--- config.mk ---
export PLATFORM = sky130hd
export DESIGN_NAME = arp_cache_table
export DESIGN_NICKNAME = d
export VERILOG_FILES = /design/src/sv/act_pkg.sv /design/src/sv/act_ctrl.sv /design/src/sv/act_datapath.sv /design/src/sv/arp_cache_table.sv
export VERILOG_INCLUDE_DIRS = /design/src /design/src/sv
export SDC_FILE = /design/constraint.sdc
export NUM_CORES = 2
export LEC_CHECK = 0
export BUFFER_PORTS_ARGS = -buffer_cell sky130_fd_sc_hd__buf_2
export CORE_UTILIZATION = 55
export CTS_CLUSTER_SIZE = 24
export DETAILED_ROUTE_END_ITERATION = 8
export PLACE_DENSITY = 0.75
export REMOVE_ABC_BUFFERS = 1
export SLEW_MARGIN = 20
export SYNTH_ARGS = -nofsm -noshare
export SYNTH_HDL_FRONTEND = slang
export SYNTH_HIERARCHICAL = 1
export SYNTH_SLANG_ARGS = --single-unit
--- constraint.sdc ---
create_clock -name clk -period 15.03 [get_ports clk]
set_input_delay 0.7515 -clock clk [delete_from_list [all_inputs] [get_ports clk]]
set_output_delay 0.7515 -clock clk [all_outputs]
set_load 0.02 [all_outputs]
--- src/sv/arp_cache_table_defines.svh ---
// ----------------------------------------------------------------------------
// arp cache table assertion macros
// concurrent assertion wrappers, compiled out when ASSERT_OFF is defined
// ----------------------------------------------------------------------------
`ifndef ARP_CACHE_TABLE_DEFINES_SVH
`define ARP_CACHE_TABLE_DEFINES_SVH

`ifndef ASSERT_OFF
// antecedent implies consequent in the same cycle
`define ACT_ASSERT_IMPLY(lbl, clk_s, rst_s, ante, cons, msg) \
    lbl: assert property (@(posedge clk_s) disable iff (!rst_s) (ante) |-> (cons)) \
        else $error(msg);
// antecedent implies consequent in the next cycle
`define ACT_ASSERT_NEXT(lbl, clk_s, rst_s, ante, cons, msg) \
    lbl: assert property (@(posedge clk_s) disable iff (!rst_s) (ante) |=> (cons)) \
        else $error(msg);
`else
`define ACT_ASSERT_IMPLY(lbl, clk_s, rst_s, ante, cons, msg)
`define ACT_ASSERT_NEXT(lbl, clk_s, rst_s, ante, cons, msg)
`endif

`endif

--- src/sv/act_pkg.sv ---
// ----------------------------------------------------------------------------
// arp cache table package
// table sizing, field widths, controller command struct and helpers
// ----------------------------------------------------------------------------
`default_nettype none

package act_pkg;

    localparam int ENTRIES = 16;
    localparam int IDX_W   = (ENTRIES > 1) ? $clog2(ENTRIES) : 1;
    localparam int IP_W    = 32;
    localparam int MAC_W   = 48;
    localparam int SLOT_W  = 4;

    // commands from the controller to the datapath
    typedef struct packed {
        logic load_in;
        logic capture_vec;
        logic capture_idx;
        logic execute;
    } act_cmd_t;

    // lowest set bit of a vector, zero when none is set
    function automatic logic [IDX_W-1:0] lowest_set(input logic [ENTRIES-1:0] v);
        logic [IDX_W-1:0] idx;
        idx = '0;
        for (int i = ENTRIES - 1; i >= 0; i--)
        begin
            if (v[i])
            begin
                idx = IDX_W'(i);
            end
        end
        return idx;
    endfunction

    // low bits of a slot number as reported on the result
    function automatic logic [SLOT_W-1:0] slot_of(input logic [IDX_W-1:0] idx);
        logic [IDX_W+SLOT_W-1:0] wide;
        wide = {{SLOT_W{1'b0}}, idx};
        return wide[SLOT_W-1:0];
    endfunction

endpackage

`default_nettype wire

--- src/sv/act_ctrl.sv ---
// ----------------------------------------------------------------------------
// arp cache table controller
// sequences compare, encode and execute steps and owns the handshakes
// ----------------------------------------------------------------------------
`default_nettype none
`include "arp_cache_table_defines.svh"

module act_ctrl
    import act_pkg::*;
(
    input  wire logic     clk,
    input  wire logic     rst_n,
    input  wire logic     s_valid,
    output logic          s_ready,
    output logic          m_valid,
    input  wire logic     m_ready,
    output act_cmd_t      cmd
);

    localparam logic [1:0] ST_IDLE = 2'd0;
    localparam logic [1:0] ST_CMP  = 2'd1;
    localparam logic [1:0] ST_ENC  = 2'd2;
    localparam logic [1:0] ST_EXEC = 2'd3;

    logic [1:0] state_reg;
    logic [1:0] state_next;
    logic       out_valid_reg;
    logic       out_valid_next;
    logic       accept;
    logic       exec_go;

    assign s_ready = (state_reg == ST_IDLE);
    assign accept  = s_valid && s_ready;
    // the result register must be free before it is loaded
    assign exec_go = (state_reg == ST_EXEC) && (!out_valid_reg || m_ready);
    assign m_valid = out_valid_reg;

    always_comb
    begin
        cmd.load_in     = accept;
        cmd.capture_vec = (state_reg == ST_CMP);
        cmd.capture_idx = (state_reg == ST_ENC);
        cmd.execute     = exec_go;
    end

    always_comb
    begin
        state_next = state_reg;
        case (state_reg)
            ST_IDLE:
            begin
                if (accept)
                begin
                    state_next = ST_CMP;
                end
            end
            ST_CMP:  state_next = ST_ENC;
            ST_ENC:  state_next = ST_EXEC;
            ST_EXEC:
            begin
                if (exec_go)
                begin
                    state_next = ST_IDLE;
                end
            end
            default: state_next = ST_IDLE;
        endcase
    end

    always_comb
    begin
        out_valid_next = out_valid_reg;
        if (exec_go)
        begin
            out_valid_next = 1'b1;
        end
        else if (m_ready)
        begin
            out_valid_next = 1'b0;
        end
    end

    always_ff @(posedge clk or negedge rst_n)
    begin
        if (!rst_n)
        begin
            state_reg     <= ST_IDLE;
            out_valid_reg <= 1'b0;
        end
        else
        begin
            state_reg     <= state_next;
            out_valid_reg <= out_valid_next;
        end
    end

    `ACT_ASSERT_NEXT(a_accept_starts_cmp, clk, rst_n, accept, state_reg == ST_CMP,
        "accepted transaction did not start a compare")
    `ACT_ASSERT_IMPLY(a_exec_slot_free, clk, rst_n, cmd.execute, !out_valid_reg || m_ready,
        "result register overwritten before it was taken")
    `ACT_ASSERT_IMPLY(a_valid_from_exec, clk, rst_n, $rose(out_valid_reg),
        $past(state_reg) == ST_EXEC, "result raised outside execute")

endmodule

`default_nettype wire

--- src/sv/act_datapath.sv ---
// ----------------------------------------------------------------------------
// arp cache table datapath
// entry storage, parallel address compare, slot selection and result register
// ----------------------------------------------------------------------------
`default_nettype none
`include "arp_cache_table_defines.svh"

module act_datapath
    import act_pkg::*;
(
    input  wire logic              clk,
    input  wire logic              rst_n,
    input  wire act_cmd_t          cmd,
    input  wire logic              in_action,
    input  wire logic [IP_W-1:0]   in_ip,
    input  wire logic [MAC_W-1:0]  in_mac,
    output logic                   out_hit,
    output logic [MAC_W-1:0]       out_mac,
    output logic [SLOT_W-1:0]      out_slot
);

    logic                 entry_valid_reg [ENTRIES];
    logic [IP_W-1:0]      entry_ip_reg    [ENTRIES];
    logic [MAC_W-1:0]     entry_mac_reg   [ENTRIES];

    logic                 act_reg;
    logic [IP_W-1:0]      ip_reg;
    logic [MAC_W-1:0]     mac_reg;
    logic [ENTRIES-1:0]   match_vec_next;
    logic [ENTRIES-1:0]   free_vec_next;
    logic [ENTRIES-1:0]   match_vec_reg;
    logic [ENTRIES-1:0]   free_vec_reg;
    logic                 hit_reg;
    logic [IDX_W-1:0]     tgt_idx_reg;
    logic                 out_hit_reg;
    logic [MAC_W-1:0]     out_mac_reg;
    logic [SLOT_W-1:0]    out_slot_reg;

    always_comb
    begin
        for (int i = 0; i < ENTRIES; i++)
        begin
            match_vec_next[i] = entry_valid_reg[i] && (entry_ip_reg[i] == ip_reg);
            free_vec_next[i]  = !entry_valid_reg[i];
        end
    end

    always_ff @(posedge clk)
    begin
        if (cmd.load_in)
        begin
            act_reg <= in_action;
            ip_reg  <= in_ip;
            mac_reg <= in_mac;
        end
        if (cmd.capture_vec)
        begin
            free_vec_reg <= free_vec_next;
        end
        if (cmd.capture_idx)
        begin
            hit_reg     <= |match_vec_reg;
            // existing entry first, then lowest free slot, slot 0 when full
            tgt_idx_reg <= (|match_vec_reg) ? lowest_set(match_vec_reg)
                                            : lowest_set(free_vec_reg);
        end
        if (cmd.execute)
        begin
            out_hit_reg  <= hit_reg;
            out_mac_reg  <= (!act_reg && hit_reg) ? entry_mac_reg[tgt_idx_reg] : '0;
            out_slot_reg <= (!act_reg && !hit_reg) ? '0 : slot_of(tgt_idx_reg);
            if (act_reg)
            begin
                entry_mac_reg[tgt_idx_reg] <= mac_reg;
                if (!hit_reg)
                begin
                    entry_ip_reg[tgt_idx_reg] <= ip_reg;
                end
            end
        end
    end

    always_ff @(posedge clk or negedge rst_n)
    begin
        if (!rst_n)
        begin
            match_vec_reg <= '0;
            for (int i = 0; i < ENTRIES; i++)
            begin
                entry_valid_reg[i] <= 1'b0;
            end
        end
        else
        begin
            if (cmd.capture_vec)
            begin
                match_vec_reg <= match_vec_next;
            end
            if (cmd.execute && act_reg && !hit_reg)
            begin
                entry_valid_reg[tgt_idx_reg] <= 1'b1;
            end
        end
    end

    assign out_hit  = out_hit_reg;
    assign out_mac  = out_mac_reg;
    assign out_slot = out_slot_reg;

    `ACT_ASSERT_IMPLY(a_single_match, clk, rst_n, cmd.capture_idx, $onehot0(match_vec_reg),
        "address held by more than one valid entry")
    `ACT_ASSERT_NEXT(a_learn_sets_valid, clk, rst_n, cmd.execute && act_reg,
        entry_valid_reg[$past(tgt_idx_reg)], "learnt entry not valid")
    `ACT_ASSERT_NEXT(a_miss_zero, clk, rst_n, cmd.execute && !act_reg && !hit_reg,
        out_mac_reg == '0 && out_slot_reg == '0, "lookup miss gave non-zero result")

endmodule

`default_nettype wire

--- src/sv/arp_cache_table.sv ---
// ----------------------------------------------------------------------------
// arp cache table
// fully associative ipv4 to mac table with lookup and learn transactions
// an accepted input steps through the compare, encode and execute states, and the
// result is registered once execute finds the result register free; a new input
// is taken only in idle, but may be taken while the previous result still waits
// reset clears all valid bits at once, entry contents are not reset
// ----------------------------------------------------------------------------
`default_nettype none

module arp_cache_table
    import act_pkg::*;
(
    input  wire logic        clk,
    input  wire logic        rst_n,
    input  wire logic        s_axis_tvalid,
    output logic             s_axis_tready,
    input  wire logic [79:0] s_axis_tdata,  // ip_addr[31:0], mac_addr[79:32]
    input  wire logic        s_axis_tuser,  // action
    output logic             m_axis_tvalid,
    input  wire logic        m_axis_tready,
    output logic [55:0]      m_axis_tdata,  // mac_out[47:0], slot[51:48], zero pad
    output logic             m_axis_tuser   // hit
);

    act_cmd_t             cmd;
    logic [MAC_W-1:0]     out_mac;
    logic [SLOT_W-1:0]    out_slot;

    act_ctrl u_ctrl (
        .clk     (clk),
        .rst_n   (rst_n),
        .s_valid (s_axis_tvalid),
        .s_ready (s_axis_tready),
        .m_valid (m_axis_tvalid),
        .m_ready (m_axis_tready),
        .cmd     (cmd)
    );

    act_datapath u_dp (
        .clk       (clk),
        .rst_n     (rst_n),
        .cmd       (cmd),
        .in_action (s_axis_tuser),
        .in_ip     (s_axis_tdata[31:0]),
        .in_mac    (s_axis_tdata[79:32]),
        .out_hit   (m_axis_tuser),
        .out_mac   (out_mac),
        .out_slot  (out_slot)
    );

    assign m_axis_tdata = {4'b0000, out_slot, out_mac};

endmodule

`default_nettype wire

==> results by group <==
Timing
  – Skew final: just under 0.03 ns
  – Setup violators final: 0
  – Post-route clock period utilization: a little over a quarter
  – RSZ-0062 raised after global routing: false
  – Max-slew headroom at the worst pin: between 20% and 30%
  – Worst-Margin Slew: between 1 and 1.5 ns
  – Setup ws final: 10.94 ns
  – Final Max Slew Viols: 0
  – Minimum clock period: a little over 4 ns
  – Max Freq: 244 MHz
  – Final Hold Viols: 0
  – Setup TNS: 0 ns

Power and ir drop
  – Power Dens Cells: around 160 nW/µm²
  – VDD IR max: 0.131 mV
  – Total Power: around 10 mW
  – Pleak: between 20 and 25 nW

Finish
  – Fillcell total: between 6000 and 7000
  – Max FFs per register: around 770
  – End-of-flow core utilization: around 63%
  – Nets: roughly 3100
  – Area Growth Syn to Fin: 12.2%
  – Layout cells sized above 1: 22.4%
  – Post-route insts no fill: 4489
  – Inserted Diodes: 0

Yosys
  – FFs w/ async S/R, synth: 2.38%
  – Cell taking the most area after synthesis: edfxtp_1
  – Post-synth top flop: edfxtp_1
  – YS warnings: 6
  – Synth top area share: between 70% and 80%
  – Seq/Total Area, Yosys: ~77%
  – Avg Synthesized Cell Area: just over 20 µm²
  – Post-synth top cells: 1435 x edfxtp_1, 319 x xor2_1, 240 x mux4_2
  – Synthesis-stage register bit count: approximately 1500
  – Post-synth EDFFs: 1435
  – Synth unique cells: 48
  – Count leader, synth: edfxtp_1
  – Cells after Synth: approximately 2800
  – Area contributors post-synth: edfxtp_1 76%, mux4_2 9.5%, xor2_1 4.9%
  – Post-Syn Area: between 50000 and 60000 µm²

Clock network
  – Clock root buffer: clkbuf_16
  – Clock buffer depth: 3
  – Sink Count: ~1500
  – Worst-Skew Late Latency: roughly 0.77 ns
  – Setup Fix Bufs, Post-CTS: 0
  – H-tree Lvls: 4
  – Clock-pin slew on the worst setup and hold paths: 0.06 ns
  – CTS tree: yes
  – Post-CTS sizing: 0
  – TritonCTS Buffers: roughly 140
  – Hold_buf cts: 0

Global routing
  – Largest net degree at the start of global routing: between 100 and 150
  – Initial antenna violation count: 4
  – Vias in the first global route: approximately 29000
  – Total congestion overflow: 0
  – Overall Global Routing Usage: between 20 and 25%
  – Global-route wire length before repair: around 190000 µm

Routing
  – First DRT Iteration DRCs: roughly 3200
  – DR WL/cell: 28.4 µm
  – DRC violations left: 0
  – Via count: around 27000
  – Final ANT Viol Nets: 0
  – DRT Wirelength: 127000 µm
  – Avg Vias per Cell: between 6 and 7
  – DRT Pass-1 Iters: 5

Place
  – IO buf count: around 140
  – Pre-CTS setup slack: 10.98 ns
  – Post-DP HPWL: between 60000 and 70000 µm
  – Final Wtd Congestion: approximately 0.84
  – Placed Instances: roughly 4200

Critical path
  – Worst r2r path cells: 5
  – Crit-path max FO: 48
  – CP Launch Type: register
  – Worst path required time: between 15 and 20 ns
  – Setup CP Type: reg -> reg
  – CP arrival: 4.46 ns
  – Setup crit end kind: register

Floorplan
  – Cell row count: 117
  – Starting Density: between 50% and 60%
  – Top-level I/O count: between 100 and 150
  – Die span in x: 324 µm
  – Die area: between 100000 and 150000 µm²
  – Core Area: 102000 µm²
  – Die Y: 324 µm

Outcome
  – Status: complete, no violations

Worst hold path
  – Worst hold path type: in -> async

Flow run
  – MaxCap Viol Count: 0
## placed cells by master (no fill, tap or decap), types with 5 or more instances in the layout
master / count
edfxtp_1: 1435
xor2_1: 319
mux4_2: 240
xnor2_1: 187
clkbuf_16: 144
buf_2: 139
nor4_1: 85
buf_4: 78
nand4_1: 65
nor2b_1: 54
inv_1: 42
clkbuf_1: 40
dfrtp_1: 35
clkinv_1: 27
clkinv_2: 21
o21ai_0: 19
o22ai_1: 17
or4_1: 16
nor2_2: 16
nand3_1: 16
nor2_4: 12
nor2_1: 11
clkbuf_8: 6
clkinvlp_4: 6
nand2b_1: 6
nand2_1: 6
bufinv_16: 5
clkinv_8: 5
a21oi_1: 5
## critical path: stages, from the launching register on
cell and delay [ns]:
edfxtp_1 0.34, buf_4 0.54, buf_4 0.72, nand4_1 0.91
nor3_2 0.34, buf_4 0.78
## layer usage
metal	GRT usage [%]	wire (µm)
met2	42.5	65800
met1	32.4	48400
met5	0	0
met4	8.36	3420
met3	4.35	9790
## cell type report
class / count / area (µm²) / area share, %
Clock inverter: 75 / 669 / 1.05
Sequential cell: 1470 / 44000 / 68.8
Clock buffer: 190 / 3840 / 6.00
Inverter: 42 / 158 / 0.247
Timing Repair Buffer: 218 / 1300 / 2.03
Multi-Input combinational cell: 1126 / 12300 / 19.2
Tap cell: 1368 / 1710 / 2.68
## worst paths after layout
check	from	slack [ns]	to
setup / recovery	u_dp/tgt_idx_reg[3]$_DFFE_PP_	10.94	u_dp/entry_mac_reg[12][46]$_DFFE_PP_
hold / removal	rst_n	0.16	u_ctrl/state_reg[0]$_DFFE_PN0P_
setup reg to reg	u_dp/tgt_idx_reg[3]$_DFFE_PP_	10.94	u_dp/entry_mac_reg[12][46]$_DFFE_PP_
hold reg to reg	u_dp/entry_valid_reg[8]$_DFFE_PN0P_	0.50	u_dp/entry_valid_reg[8]$_DFFE_PN0P_
max in group asynchronous	rst_n	14.22	u_dp/entry_valid_reg[3]$_DFFE_PN0P_
min in group clk	s_axis_tdata[29]	0.16	u_dp/ip_reg[29]$_DFFE_PP_
## power by group
part	switching, mW	internal, mW	leakage (nW)
combinational	1.02	0.753	4.91
clock	1.53	1.91	2.18
sequential	0.174	4.85	13.4
total	2.72	7.51	20.4
## logic make-up (layout without fill, tap and decap cells)
| group | count (synthesis) | in the layout | synth area share (%) |
|---|---|---|---|
| other | 1 | 4 | 0.00658 |
| adders and majority gates | 4 | 4 | 0.0878 |
| buffers and inverters | 185 | 525 | 1.55 |
| AOI/OAI and AO/OA | 66 | 66 | 0.771 |
| xor gates and xnor gates | 506 | 506 | 7.78 |
| DFF | 1470 | 1470 | 77.2 |
| and+or+nand+nor | 305 | 305 | 3.14 |
| muxes | 241 | 241 | 9.51 |
## through the flow
step | hold slack (ns) | cell area (µm²)
after floorplan | 0.449 | 56300
after global placement | 0.477 | 59400
after detailed placement | 0.485 | 59400
after CTS | 0.115 | 64000
after global routing | 0.131 | 64000
final | 0.159 | 64000
No activity file was read; power rests on OpenSTA's default activity.
